`src/playfair_digraph_encrypt_core_defines.svh`:
```
// assertion macros for the playfair digraph encrypt core
`ifndef PLAYFAIR_DIGRAPH_ENCRYPT_CORE_DEFINES_SVH
`define PLAYFAIR_DIGRAPH_ENCRYPT_CORE_DEFINES_SVH

// same-cycle implication, checked outside reset
`define PFE_ASSERT_SAME(label, clk, rst, ante, cons) \
  label: assert property (@(posedge clk) disable iff (rst) (ante) |-> (cons)) \
    else $error("pfe check failed");

// next-cycle implication, checked outside reset
`define PFE_ASSERT_NEXT(label, clk, rst, ante, cons) \
  label: assert property (@(posedge clk) disable iff (rst) (ante) |=> (cons)) \
    else $error("pfe check failed");

`endif

```
`src/pfe_pkg.sv`:
```
`timescale 1ns / 1ps
// ----------------------------------------------------------------------------
// pfe_pkg
// shared types, constants and letter/cell helpers of the playfair core
// ----------------------------------------------------------------------------
package pfe_pkg;

  localparam int LETTER_BITS     = 5;
  localparam int CELL_BITS       = 5;
  localparam int RC_BITS         = 3;
  localparam int SIDE            = 5;
  localparam int CELLS           = 25;
  localparam int LETTERS         = 26;
  localparam int KEY_REG_BITS    = 60;
  localparam int KEY_BITS        = 3 * KEY_REG_BITS;
  localparam int KEY_LEN_BITS    = 6;
  localparam int REG_INDEX_BITS  = 3;
  localparam int MAX_KEY_LETTERS = 36;

  localparam logic [LETTER_BITS-1:0] LETTER_I = 5'd8;
  localparam logic [LETTER_BITS-1:0] LETTER_J = 5'd9;
  localparam logic [LETTER_BITS-1:0] LETTER_Z = 5'd25;

  localparam logic [REG_INDEX_BITS-1:0] REG_KEY_LOW  = 3'd0;
  localparam logic [REG_INDEX_BITS-1:0] REG_KEY_MID  = 3'd1;
  localparam logic [REG_INDEX_BITS-1:0] REG_KEY_HIGH = 3'd2;
  localparam logic [REG_INDEX_BITS-1:0] REG_KEY_LEN  = 3'd3;

  typedef logic [LETTER_BITS-1:0] letter_t;
  typedef logic [CELL_BITS-1:0]   cell_t;
  typedef logic [RC_BITS-1:0]     rc_t;

  typedef struct packed {
    letter_t first_letter;
    letter_t second_letter;
  } in_t;

  typedef struct packed {
    letter_t first_cipher;
    letter_t second_cipher;
    logic    pair_error;
  } out_t;

  // one square write, broadcast from the builder to every lane
  typedef struct packed {
    logic    wr;
    letter_t letter;
    cell_t   pos;
  } sq_wr_t;

  // clamp to z, fold j into i
  function automatic letter_t fold_letter(letter_t code);
    letter_t c;
    c = (code > LETTER_Z) ? LETTER_Z : code;
    if (c == LETTER_J) begin
      c = LETTER_I;
    end
    return c;
  endfunction

  function automatic rc_t cell_row(cell_t pos);
    rc_t r;
    if (pos >= 5'd20) r = 3'd4;
    else if (pos >= 5'd15) r = 3'd3;
    else if (pos >= 5'd10) r = 3'd2;
    else if (pos >= 5'd5) r = 3'd1;
    else r = 3'd0;
    return r;
  endfunction

  function automatic cell_t make_cell(rc_t row, rc_t col);
    return 5'({2'b00, row}) * 5'(SIDE) + 5'({2'b00, col});
  endfunction

  function automatic rc_t cell_col(cell_t pos);
    cell_t base;
    base = make_cell(cell_row(pos), 3'd0);
    return 3'(pos - base);
  endfunction

  // step right or down with wrap
  function automatic rc_t wrap_inc(rc_t v);
    return (v == 3'(SIDE - 1)) ? 3'd0 : 3'(v + 3'd1);
  endfunction

endpackage

```
`src/pfe_builder.sv`:
```
`timescale 1ns / 1ps
// ----------------------------------------------------------------------------
// pfe_builder
// walks the key letters then the alphabet, one per cycle, filling the square
// ----------------------------------------------------------------------------
module pfe_builder #(
  parameter int MAX_KEY_LETTERS = pfe_pkg::MAX_KEY_LETTERS
) (
  input  logic                                clk,
  input  logic                                rst,
  input  logic                                restart,
  input  logic [pfe_pkg::KEY_BITS-1:0]        key_vec,
  input  logic [pfe_pkg::KEY_LEN_BITS-1:0]    key_length,
  output logic                                busy,
  output pfe_pkg::sq_wr_t                     sq_wr
);

  localparam int STEPS = MAX_KEY_LETTERS + pfe_pkg::LETTERS;
  localparam int SW    = $clog2(STEPS + 1);
  localparam int KW    = (MAX_KEY_LETTERS > 1) ? $clog2(MAX_KEY_LETTERS) : 1;
  localparam int CW    = (SW > pfe_pkg::KEY_LEN_BITS) ? SW : pfe_pkg::KEY_LEN_BITS;

  logic [SW-1:0]                   step;
  logic [pfe_pkg::CELL_BITS-1:0]   fill;
  logic [pfe_pkg::LETTERS-1:0]     used;

  logic [pfe_pkg::KEY_LEN_BITS-1:0] count;
  logic                             is_key;
  logic [KW-1:0]                    kidx;
  pfe_pkg::letter_t                 raw;
  pfe_pkg::letter_t                 cand;
  logic                             usable;
  logic                             take;

  always_comb begin
    count  = (key_length > pfe_pkg::KEY_LEN_BITS'(MAX_KEY_LETTERS))
             ? pfe_pkg::KEY_LEN_BITS'(MAX_KEY_LETTERS) : key_length;
    is_key = (step < SW'(MAX_KEY_LETTERS));
    kidx   = is_key ? step[KW-1:0] : '0;
    if (is_key) begin
      raw    = key_vec[pfe_pkg::LETTER_BITS * kidx +: pfe_pkg::LETTER_BITS];
      usable = (CW'(step) < CW'(count)) && (raw <= pfe_pkg::LETTER_Z);
      cand   = (raw == pfe_pkg::LETTER_J) ? pfe_pkg::LETTER_I : raw;
    end else begin
      raw    = pfe_pkg::LETTER_BITS'(step - SW'(MAX_KEY_LETTERS));
      usable = (raw != pfe_pkg::LETTER_J);
      cand   = raw;
    end
    take = busy && usable && !used[cand] && (fill < pfe_pkg::CELL_BITS'(pfe_pkg::CELLS));
    sq_wr.wr     = take;
    sq_wr.letter = cand;
    sq_wr.pos    = fill;
  end

  always_ff @(posedge clk) begin
    if (rst || restart) begin
      busy <= 1'b1;
      step <= '0;
      fill <= '0;
      used <= '0;
    end else if (busy) begin
      if (take) begin
        used[cand] <= 1'b1;
        fill       <= fill + 1'b1;
      end
      if (step == SW'(STEPS - 1)) begin
        busy <= 1'b0;
      end
      step <= step + 1'b1;
    end
  end

endmodule

```
`src/pfe_lane.sv`:
```
`timescale 1ns / 1ps
// ----------------------------------------------------------------------------
// pfe_lane
// one letter lane: own copies of the letter-to-cell and cell-to-letter maps
// ----------------------------------------------------------------------------
module pfe_lane (
  input  logic              clk,
  input  pfe_pkg::sq_wr_t   sq_wr,
  input  logic              en_look,
  input  pfe_pkg::letter_t  letter,
  output pfe_pkg::cell_t    pos,
  input  logic              en_sub,
  input  pfe_pkg::cell_t    target,
  output pfe_pkg::letter_t  cipher
);

  pfe_pkg::cell_t   where_mem  [0:pfe_pkg::LETTERS-1];
  pfe_pkg::letter_t square_mem [0:pfe_pkg::CELLS-1];

  always_ff @(posedge clk) begin
    if (sq_wr.wr) begin
      where_mem[sq_wr.letter] <= sq_wr.pos;
      square_mem[sq_wr.pos]   <= sq_wr.letter;
    end
  end

  // cell lookup of the folded letter
  always_ff @(posedge clk) begin
    if (en_look) begin
      pos <= where_mem[pfe_pkg::fold_letter(letter)];
    end
  end

  // substitution read
  always_ff @(posedge clk) begin
    if (en_sub) begin
      cipher <= square_mem[target];
    end
  end

endmodule

```
`src/pfe_merge.sv`:
```
`timescale 1ns / 1ps
// ----------------------------------------------------------------------------
// pfe_merge
// combines both lane cells into the two substitution cells
// ----------------------------------------------------------------------------
module pfe_merge (
  input  pfe_pkg::cell_t cell_a,
  input  pfe_pkg::cell_t cell_b,
  output pfe_pkg::cell_t target_a,
  output pfe_pkg::cell_t target_b
);

  pfe_pkg::rc_t r1, c1, r2, c2;

  always_comb begin
    r1 = pfe_pkg::cell_row(cell_a);
    c1 = pfe_pkg::cell_col(cell_a);
    r2 = pfe_pkg::cell_row(cell_b);
    c2 = pfe_pkg::cell_col(cell_b);
    if (r1 == r2) begin
      // same row, also covers identical letters
      target_a = pfe_pkg::make_cell(r1, pfe_pkg::wrap_inc(c1));
      target_b = pfe_pkg::make_cell(r2, pfe_pkg::wrap_inc(c2));
    end else if (c1 == c2) begin
      target_a = pfe_pkg::make_cell(pfe_pkg::wrap_inc(r1), c1);
      target_b = pfe_pkg::make_cell(pfe_pkg::wrap_inc(r2), c2);
    end else begin
      target_a = pfe_pkg::make_cell(r1, c2);
      target_b = pfe_pkg::make_cell(r2, c1);
    end
  end

endmodule

```
`src/playfair_digraph_encrypt_core.sv`:
```
`timescale 1ns / 1ps
// ----------------------------------------------------------------------------
// playfair_digraph_encrypt_core
// playfair encryption of one digraph per request over a keyed 5x5 square
// ----------------------------------------------------------------------------
// usage:
//   in channel  : in_valid / in_stall / in_data, one plaintext digraph a request
//   out channel : out_valid / out_stall / out_data, cipher digraph and error flag
//   config      : wr_en / wr_index / wr_data, write-only key registers
//   after reset, and after every config write, the square is rebuilt by a
//   sequencer that visits each key slot and then each alphabet letter, one a
//   cycle; in_stall is high then
//   from request to result a request passes the cell lookup, the substitution
//   read and the output register
//   throughput one request per cycle unless building or out_stall, set by the
//   two lanes' own map copies so both letters are looked up in the same cycle
//   each pipeline stage moves when the one after it is empty or moving, so
//   while the receiver stalls the core still takes requests into empty
//   stages; the held result stays on out_data unchanged
//   reset is synchronous and clears the pipeline valids
// ----------------------------------------------------------------------------
`include "playfair_digraph_encrypt_core_defines.svh"

module playfair_digraph_encrypt_core #(
  parameter int MAX_KEY_LETTERS = pfe_pkg::MAX_KEY_LETTERS
) (
  input  logic                                  clk,
  input  logic                                  rst,
  input  logic                                  in_valid,
  output logic                                  in_stall,
  input  pfe_pkg::in_t                          in_data,
  output logic                                  out_valid,
  input  logic                                  out_stall,
  output pfe_pkg::out_t                         out_data,
  input  logic                                  wr_en,
  input  logic [pfe_pkg::REG_INDEX_BITS-1:0]    wr_index,
  input  logic [pfe_pkg::KEY_REG_BITS-1:0]      wr_data
);

  // key registers
  logic [pfe_pkg::KEY_REG_BITS-1:0] key_low;
  logic [pfe_pkg::KEY_REG_BITS-1:0] key_mid;
  logic [pfe_pkg::KEY_REG_BITS-1:0] key_high;
  logic [pfe_pkg::KEY_LEN_BITS-1:0] key_length;

  always_ff @(posedge clk) begin
    if (rst) begin
      key_low    <= '0;
      key_mid    <= '0;
      key_high   <= '0;
      key_length <= '0;
    end else if (wr_en) begin
      case (wr_index)
        pfe_pkg::REG_KEY_LOW:  key_low    <= wr_data;
        pfe_pkg::REG_KEY_MID:  key_mid    <= wr_data;
        pfe_pkg::REG_KEY_HIGH: key_high   <= wr_data;
        pfe_pkg::REG_KEY_LEN:  key_length <= wr_data[pfe_pkg::KEY_LEN_BITS-1:0];
        default: ;
      endcase
    end
  end

  // square builder, restarted by any config write
  logic            building;
  pfe_pkg::sq_wr_t sq_wr;

  pfe_builder #(
    .MAX_KEY_LETTERS(MAX_KEY_LETTERS)
  ) u_builder (
    .clk       (clk),
    .rst       (rst),
    .restart   (wr_en),
    .key_vec   ({key_high, key_mid, key_low}),
    .key_length(key_length),
    .busy      (building),
    .sq_wr     (sq_wr)
  );

  // pipeline control
  logic v1, v2;
  logic e1, e2;
  logic en1, en2, en3;
  logic in_take;

  assign en3      = !out_valid || !out_stall;
  assign en2      = !v2 || en3;
  assign en1      = !v1 || en2;
  assign in_stall = building || !en1;
  assign in_take  = in_valid && !in_stall;

  always_ff @(posedge clk) begin
    if (rst) begin
      v1        <= 1'b0;
      v2        <= 1'b0;
      out_valid <= 1'b0;
    end else begin
      if (en1) begin
        v1 <= in_take;
      end
      if (en2) begin
        v2 <= v1;
      end
      if (en3) begin
        out_valid <= v2;
      end
    end
  end

  // error flag travels beside the lanes
  always_ff @(posedge clk) begin
    if (en1) begin
      e1 <= (pfe_pkg::fold_letter(in_data.first_letter) ==
             pfe_pkg::fold_letter(in_data.second_letter));
    end
    if (en2) begin
      e2 <= e1;
    end
  end

  // two letter lanes and the merge between their stages
  pfe_pkg::cell_t   cell_a, cell_b;
  pfe_pkg::cell_t   target_a, target_b;
  pfe_pkg::letter_t cipher_a, cipher_b;

  pfe_lane u_lane_a (
    .clk    (clk),
    .sq_wr  (sq_wr),
    .en_look(en1),
    .letter (in_data.first_letter),
    .pos    (cell_a),
    .en_sub (en2),
    .target (target_a),
    .cipher (cipher_a)
  );

  pfe_lane u_lane_b (
    .clk    (clk),
    .sq_wr  (sq_wr),
    .en_look(en1),
    .letter (in_data.second_letter),
    .pos    (cell_b),
    .en_sub (en2),
    .target (target_b),
    .cipher (cipher_b)
  );

  pfe_merge u_merge (
    .cell_a  (cell_a),
    .cell_b  (cell_b),
    .target_a(target_a),
    .target_b(target_b)
  );

  // output register
  always_ff @(posedge clk) begin
    if (en3) begin
      out_data.first_cipher  <= cipher_a;
      out_data.second_cipher <= cipher_b;
      out_data.pair_error    <= e2;
    end
  end

  // checks
  `PFE_ASSERT_SAME(a_no_j_out, clk, rst, out_valid, (out_data.first_cipher != pfe_pkg::LETTER_J) && (out_data.second_cipher != pfe_pkg::LETTER_J))
  `PFE_ASSERT_SAME(a_err_equal, clk, rst, out_valid && out_data.pair_error, out_data.first_cipher == out_data.second_cipher)
  `PFE_ASSERT_NEXT(a_write_rebuilds, clk, rst, wr_en, building && in_stall)

endmodule
```
`config.mk`:
```
export PLATFORM = sky130hd
export DESIGN_NAME = playfair_digraph_encrypt_core
export DESIGN_NICKNAME = d
export VERILOG_FILES = /design/src/pfe_pkg.sv /design/src/pfe_builder.sv /design/src/pfe_lane.sv /design/src/pfe_merge.sv /design/src/playfair_digraph_encrypt_core.sv
export VERILOG_INCLUDE_DIRS = /design/src /design/src/src
export SDC_FILE = /design/constraint.sdc
export NUM_CORES = 1
export LEC_CHECK = 0
export BUFFER_PORTS_ARGS = -buffer_cell sky130_fd_sc_hd__clkbuf_2
export CAP_MARGIN = 20
export CORE_MARGIN = 5
export CORE_UTILIZATION = 25
export CTS_CLUSTER_DIAMETER = 200
export DETAILED_ROUTE_END_ITERATION = 6
export SETUP_SLACK_MARGIN = 0.1
export SLEW_MARGIN = 20
export SYNTH_ARGS = -nofsm -noshare
export SYNTH_HDL_FRONTEND = slang
export SYNTH_SLANG_ARGS = --single-unit
```
`constraint.sdc`:
```
create_clock -name clk -period 5.72 [get_ports clk]
set_input_delay 1.144 -clock clk [delete_from_list [all_inputs] [get_ports clk]]
set_output_delay 1.144 -clock clk [all_outputs]
set_load 0.05 [all_outputs]
```
==> summary.md, run 1 <==
| Metric | Value |
|---|---|
| Drt pass-1 iters | `6` |
| Initial Utilization | `25.2%` |
| Top post-synthesis cells by area | `edfxtp_1, dfxtp_1, mux4_2, nand2_1, a21oi_1` |
| Power Density | `389 nW/µm²` |
| CTS buffer count | `51` |
| Reg-to-Reg Start | `u_lane_b.pos[1]$_DFFE_PN_` |
| Largest net degree at the start of global routing | `132` |
| Max IR drop VDD | `0.284 mV` |
| Sequential share of the synthesized area | `51.4%` |
| Max Transition Viols Final | `0` |
| Layout fillers | `10600` |
| Worst Max-Slew Pin Slew | `977 ps` |
| Vias/cell | `5.08` |
| Utilization after layout | `29.2%` |
| Initial antenna violation count | `1` |
| Final hold violation count | `0` |
| P_leak | `9.95 nW` |
| DR vias | `19600` |
| Nature of the critical path startpoint | `flip-flop` |
| GP Congestion | `0.935` |
| Tcrit/Tclk final | `93.4%` |
| Max FO, Critical Path | `30` |
| Minimum clock period | `5340 ps` |
| Hold WC Path Type | `reg -> reg` |
| First-pass GRT wire length | `118 mm` |
| Clk sinks | `515` |
| Synth Register Bits | `515` |
| Setup violations, final | `0` |
| Fmax | `0.187 GHz` |
| Max Root-Sink Buffers | `3` |
| Nets | `2584` |
| Worst Reg-to-Reg Cells | `20` |
| Post-synth EDFFs | `288` |
| Avg Cell Area, Syn | `10.8 µm²` |
| Die height | `330 µm` |
| Final WL | `77.4 mm` |
| DR WL/cell | `20.1 µm` |
| Crit path capture | `u_lane_b.cipher[1]$_DFFE_PP_` |
| Number of global-route vias before repair | `19000` |
| Slew headroom | `34.8%` |
| Dpl ws | `52.9 ps` |
| Ys flop type | `edfxtp_1` |
| IO Pins | `91` |
| CP top delay family | `simple AND/OR/NAND/NOR gates` |
| Async SR Flop Fraction | `0%` |
| Setup crit start | `u_lane_b.pos[1]$_DFFE_PN_` |
| Setup crit end kind | `flip-flop` |
| Core area | `102000 µm²` |
| Synth top area share | `33.7%` |
| CTS tree | `done` |
| Crit path required time | `6060 ps` |
| Clk root buf | `clkbuf_16` |
| Worst-Skew Late Latency | `610 ps` |
| Post-synth top area cell | `edfxtp_1` |
| Bufs and invs on worst path | `3` |
| FF-to-FF End | `u_lane_b.cipher[1]$_DFFE_PP_` |
| FF-to-FF setup slack | `380 ps` |
| RSZ-0062 raised after global routing | `false` |
| Antenna diodes | `0` |
| Gr ovfl total | `0` |
| Cells after Synth | `2380` |
| Setup ws final | `377 ps` |
| Worst-path clk slew | `70 ps` |
| Max stage delay on crit path | `560 ps` |
| DP HPWL | `53.8 mm` |
| Post-Syn Area | `25700 µm²` |
| CP max stage cell | `mux4_2` |
| Cell variety after synth | `94` |
| Clk_skew | `16.8 ps` |
| Setup TNS | `0 ps` |
| Global Route Usage Sum | `13.8%` |
| DIE WIDTH | `330 µm` |
| Layout cells sized above 1 | `18.4%` |
| CP Depth | `20` |
| Outcome | `finished clean` |
| Max-cap violations | `0` |
| Crit path cell chain | `nor3b_1 -> or2_2 -> nor2_1 -> inv_1 -> and2_1 -> ha_1 -> inv_1 -> fa_1 -> xnor2_1 -> a21boi_2 -> a211oi_1 -> nand4b_1 -> mux2i_1 -> nand2_1 -> o21ai_4 -> buf_12 -> mux4_2 -> a22o_1 -> a211oi_1 -> nand3_1` |
| CTS H-Tree Depth | `2` |
| DRT iter0 DRCs | `1939` |
| Area grow syn2layout | `15.8%` |
| Row count | `117` |
| Crit path DAT | `5680 ps` |
| Die area | `109000 µm²` |
| Number of warnings issued by yosys | `0` |
| Syn Nets | `2516` |
| # DRC | `0` |
| Critical path class | `reg -> reg` |
| Number of port buffers | `90` |
| Antenna-violating nets left | `0` |
Yosys cell counts, types with 14 or more instances:
cell type	number
a211oi_1	50
a21oi_1	255
a22oi_1	14
and2_1	25
and3_1	40
buf_2	20
clkbuf_1	126
dfxtp_1	227
edfxtp_1	288
ha_1	50
inv_1	43
mux2_2	20
mux2i_1	47
mux4_2	83
nand2_1	468
nand3_1	32
nor2_1	77
nor2b_1	30
nor3_1	26
o21a_1	22
o21ai_0	38
o221ai_1	25
o22ai_1	62
xnor2_1	20
cell type report:
cell class | count | area (µm²) | area share [%]
multi-input cells | 1648 | 11600 | 39.0
clock buffers | 68 | 1450 | 4.88
inverters | 45 | 169 | 0.568
repair buffers | 187 | 1240 | 4.18
clock inverters | 28 | 364 | 1.22
flip-flops and latches | 515 | 13200 | 44.4
well taps | 1368 | 1710 | 5.75
stage by stage:
step | hold WS [ps] | instances | instance area [µm²] | power, W
after floorplan | 400 | 2380 | 25700 | 0.00685
after global placement | 404 | 3760 | 27800 | 0.00795
after detailed placement | 406 | 3760 | 27800 | 0.00796
after CTS | 425 | 3856 | 29600 | 0.0116
after global routing | 432 | 3859 | 29700 | 0.0121
final | 420 | 3859 | 29700 | 0.0116
registers in the layout, indices dropped and copies added (netlist names), 5 cells and up:
name,flops
key_mid,60
u_lane_a.where_mem,30
u_lane_b.cipher,5
u_lane_a.cipher,5
key_length,6
u_builder.step,6
u_lane_b.pos,5
out_data,11
u_lane_a.pos,5
u_lane_b.square_mem,125
key_high,60
u_lane_b.where_mem,100
key_low,60
u_builder.used,26
u_builder.fill,5
power breakdown:
group / switching, W / internal [W] / total, W
clock: 0.00149 / 0.00212 / 0.00361
combinational: 0.00218 / 0.00165 / 0.00383
sequential: 0.0000523 / 0.00408 / 0.00413
layout by cell type, fill, tap and decap left out, types with 10 or more instances in the layout:
cell	netlist	final
a211oi_1	50	49
a21o_1	11	11
a21oi_1	255	251
a221oi_1	12	12
a22o_1	10	10
a22oi_1	14	14
a311oi_1	13	13
a31oi_1	13	13
a32o_1	11	11
and2_1	25	24
and3_1	40	40
buf_4	4	93
clkbuf_16	0	53
clkbuf_2	2	89
dfxtp_1	227	226
edfxtp_1	288	288
ha_1	50	50
inv_1	43	42
mux2_2	20	20
mux2i_1	47	45
mux4_2	83	83
nand2_1	468	467
nand2b_1	13	13
nand3_1	32	32
nor2_1	77	73
nor2b_1	30	29
nor3_1	26	24
nor4_2	10	10
o21a_1	22	22
o21ai_0	38	35
o221ai_1	25	24
o22ai_1	62	62
o31ai_1	10	10
xnor2_1	20	20
worst register-to-register path, stage by stage (launching register included):
cell and delay [ps]:
edfxtp_1 480, nor3b_1 280, or2_2 190, nor2_1 70, inv_1 110, and2_1 230
ha_1 170, inv_1 40, fa_1 370, xnor2_1 260, a21boi_2 280, a211oi_1 60
nand4b_1 450, mux2i_1 290, nand2_1 110, o21ai_4 90, buf_12 260, mux4_2 580
a22o_1 250, a211oi_1 330, nand3_1 160
how the worst min path moves through the flow:
stage | start | to | cells after the start | slack [ps]
floorplan | e1$_DFFE_PN_ | e2$_DFFE_PP_ | 0 | 400
global placement | u_lane_a.cipher[0]$_DFFE_PP_ | out_data[6]$_DFFE_PP_ | 0 | 400
detailed placement | u_lane_a.cipher[1]$_DFFE_PP_ | out_data[7]$_DFFE_PP_ | 0 | 410
CTS | u_lane_b.cipher[0]$_DFFE_PP_ | out_data[1]$_DFFE_PP_ | 0 | 430
global route | u_lane_b.cipher[4]$_DFFE_PP_ | out_data[5]$_DFFE_PP_ | 0 | 430
finish | u_lane_b.cipher[0]$_DFFE_PP_ | out_data[1]$_DFFE_PP_ | 0 | 420
what timing repair did:
item | 4_1_cts | 5_1_grt
setup endpoints to repair | 3 | 128
resized for setup | 1 | 16
buffers inserted | 0 | 2
pin swaps | 0 | 0
hold buffers | 0 | 0
hold endpoints to repair | 0 | 0
kinds of logic (layout without fill, tap and decap cells):
kind of cell,Yosys count,after routing,share of synthesized area [%]
and+or+nand+nor,775,775,14.2
xor gates and xnor gates,27,27,0.921
muxes,152,152,10.1
DFF,515,515,51.4
buffers and inverters,217,328,3.86
adders and majority gates,58,58,3.06
AOI/OAI and AO/OA,636,636,16.5
metal layers:
metal | global-route usage, % | part of all wire, % | vias to the layer above | wire length (µm)
li1 | - | - | 9050 | -
met1 | 18.8 | 43 | 9624 | 33300
met2 | 21.9 | 46 | 801 | 35700
met3 | 2.94 | 7.5 | 146 | 5840
met4 | 4.59 | 3.3 | 2 | 2530
met5 | 0 | 0.0090 | - | 7
(Power assumes the default switching activity.)
==> run 2: changes to the inputs <==
--- a/config.mk
+++ b/config.mk
@@ -8,10 +8,12 @@
 export LEC_CHECK = 0
 export BUFFER_PORTS_ARGS = -buffer_cell sky130_fd_sc_hd__clkbuf_2
 export CAP_MARGIN = 20
+export CORE_ASPECT_RATIO = 0.7
 export CORE_MARGIN = 5
-export CORE_UTILIZATION = 25
+export CORE_UTILIZATION = 56
 export CTS_CLUSTER_DIAMETER = 200
 export DETAILED_ROUTE_END_ITERATION = 6
+export PLACE_DENSITY = 0.76
 export SETUP_SLACK_MARGIN = 0.1
 export SLEW_MARGIN = 20
 export SYNTH_ARGS = -nofsm -noshare
==> run 2 against run 1 <==
The flow now finishes with violations (DRC). Sequential cell count stayed put. Final cell count is 20% lower. Total power is 2.4% lower. Count of clock-buffer cells in the layout is 5 higher. Clock power is 9.7% lower. Routed wire length is 1.2% higher. Utilization is 34 points higher. Sequential share of layout area is 1.9 points higher. Global-route usage is 17 points higher. Critical path depth stayed put. Non-clock buffer count is 6 lower. Maximum frequency hardly changed. Largest cell class unchanged. Largest power group unchanged.
==> summary.md, run 2 (synthesis results as in run 1) <==
| Metric | Value |
|---|---|
| Outcome | `finished with violations` |
| Failing checks | `DRC` |
| Final WL | `78.3 mm (+1.2%)` |
| P_leak | `9.83 nW (-1.2%)` |
| Gr ovfl total | `0 (unchanged)` |
| Global Route Usage Sum | `30.4% (+17 points)` |
| Setup violations, final | `0 (unchanged)` |
| Crit path required time | `6160 ps (+100 ps)` |
| Largest net degree at the start of global routing | `100 (-24%)` |
| Final hold violation count | `0 (unchanged)` |
| Max-cap violations | `0 (unchanged)` |
| DRT iter0 DRCs | `3004 (+55%)` |
| Total power | `0.0113 W (-2.4%)` |
| DR vias | `20500 (+4.4%)` |
| CTS buffer count | `49 (-3.9%)` |
| Slew headroom | `23.9% (-11 points)` |
| Max Root-Sink Buffers | `3 (unchanged)` |
| Largest regs | `u_lane_b.square_mem x125, u_lane_b.where_mem x100` |
| Setup TNS | `0 ps (unchanged)` |
| Antenna-violating nets left | `0 (unchanged)` |
| Layout cells sized above 1 | `17.6% (-0.81 points)` |
| Met2 global-route usage | `41.9% (+20 points)` |
| First-pass GRT wire length | `119 mm (+1.1%)` |
| Largest reg by FF count | `u_lane_b.square_mem` |
| Commonest non-fill, non-tap cell in the layout | `nand2_1` |
| Die area | `50300 µm² (-54%)` |
| Setup crit end kind | `flip-flop` |
| Crit path DAT | `5790 ps (+110 ps)` |
| CTS tree | `done` |
| Initial antenna violation count | `1 (unchanged)` |
| Worst-Skew Late Latency | `580 ps (-30 ps)` |
| DR WL/cell | `25.4 µm (+27%)` |
| Max IR drop VDD | `0.317 mV (+12%)` |
| Hold WC Path Type | `reg -> reg` |
| Initial Utilization | `56.8% (+32 points)` |
| Minimum clock period | `5350 ps (+2.37 ps)` |
| Tcrit/Tclk final | `93.5% (about the same)` |
| Drt pass-1 iters | `7 (+1)` |
| Power Density | `396 nW/µm² (+1.8%)` |
| Hold_buf cts | `0 (unchanged)` |
| Clk root buf | `clkbuf_16` |
| DP HPWL | `54.8 mm (+1.9%)` |
| IO Pins | `91 (unchanged)` |
| Max Transition Viols Final | `0 (unchanged)` |
| DIE WIDTH | `266 µm (-20%)` |
| GP Congestion | `1.02 (+8.8%)` |
| Nets | `2576 (-0.31%)` |
| Worst-path clk slew | `60 ps (about the same)` |
| Critical path class | `reg -> reg` |
| Worst Max-Slew Pin Slew | `1140 ps (+165 ps)` |
| Max FO, Critical Path | `7 (-77%)` |
| Fmax | `0.187 GHz (about the same)` |
| Die height | `189 µm (-43%)` |
| Core area | `45200 µm² (-56%)` |
| RSZ-0062 raised after global routing | `false` |
| Max FFs per register | `125 (unchanged)` |
| Area grow syn2layout | `11.1%` |
| Antenna diodes | `0 (unchanged)` |
| Most frequent cells in the layout | `nand2_1, edfxtp_1, a21oi_1, dfxtp_1, clkbuf_2` |
| Vias/cell | `6.65 (+31%)` |
| # DRC | `2 (+2)` |
| CTS H-Tree Depth | `2 (unchanged)` |
| Number of global-route vias before repair | `19300 (+1.4%)` |
| Gr busiest metal | `met1` |
| Met3 Usage GRT | `11.3% (+8.4 points)` |
| Clk_skew | `23.4 ps (+6.64 ps)` |
| Clk sinks | `515 (unchanged)` |
| Nature of the critical path startpoint | `flip-flop` |
| Row count | `65 (-44%)` |
| Met1 usage | `46.3% (+27 points)` |
| Number of port buffers | `90 (unchanged)` |
==> run 2: cell count changes in the layout (fill, tap and decap cells not counted), sizes merged <==
| cell | previous run | this run |
|---|---|---|
| clkbuf | 157 | 162 |
| bufinv | 7 | 3 |
| inv | 46 | 44 |
| clkinv | 14 | 13 |
| clkinvlp | 6 | 3 |
| buf | 98 | 92 |
==> run 2: cell type report <==
type / count / area [µm²]
Clock buffer: 73 / 1420
Multi-Input combinational cell: 1648 / 11600
Fill cell: 3569 / 16700
Timing Repair Buffer: 181 / 1210
Sequential cell: 515 / 13200
Clock inverter: 18 / 185
Inverter: 45 / 169
Tap cell: 603 / 754
==> run 2: final timing paths <==
check	startpoint	end	cells after the start	slack [ps]
max	u_lane_a.pos[3]$_DFFE_PN_	u_lane_a.cipher[1]$_DFFE_PP_	20	370
min	e2$_DFFE_PP_	out_data[0]$_DFFE_PP_	0	420
max reg2reg	u_lane_a.pos[3]$_DFFE_PN_	u_lane_a.cipher[1]$_DFFE_PP_	20	370
min reg2reg	e2$_DFFE_PP_	out_data[0]$_DFFE_PP_	0	420
==> run 2: power by group <==
part           leakage (nW)  internal [W]  switching, W
registers              4.49       0.00408     0.0000661
clock network         0.780       0.00185       0.00140
logic                  4.56       0.00166       0.00224
==> run 2: what timing repair did <==
action / in CTS / in global routing
setup endpoints to repair: 0 / 10
gates resized for setup: 0 / 11
buffers inserted: 0 / 3
==> run 2: through the flow <==
stage | hold slack (ps) | instances | utilization, % | instance area (µm²) | setup WS, ps
after global placement | 411 | 2988 | 59.3 | 26800 | 363
after CTS | 427 | 3079 | 62.9 | 28400 | 226
final | 421 | 3083 | 63.1 | 28500 | 374
after global routing | 442 | 3083 | 63.1 | 28500 | 64.6
after detailed placement | 412 | 2988 | 59.3 | 26800 | 233
after floorplan | 400 | 2380 | - | 25700 | 267
==> run 2: per-layer routing <==
metal / routed length (µm) / share of wire, % / vias up
met2: 32200 / 41 / 1291
li1: - / - / 9023
met4: 1380 / 1.8 / 2
met5: 13 / 0.017 / -
met3: 11200 / 14 / 118
met1: 33500 / 43 / 10100
==> run 2: worst max-delay path: stages (launching register included) <==
cell      delay, ps
edfxtp_1        440
o21ba_2         280
o21ai_1         130
nand2_1         180
and2_1          250
ha_1            180
inv_1            50
fa_1            410
xor2_2          220
a21o_1          150
and2_1          270
mux2_2          370
ha_1            320
a21oi_1         180
xnor2_1         200
nor2_1           90
a21oi_1         480
nor3b_1         580
a22o_1          300
a211oi_1         70
nand3_1          80
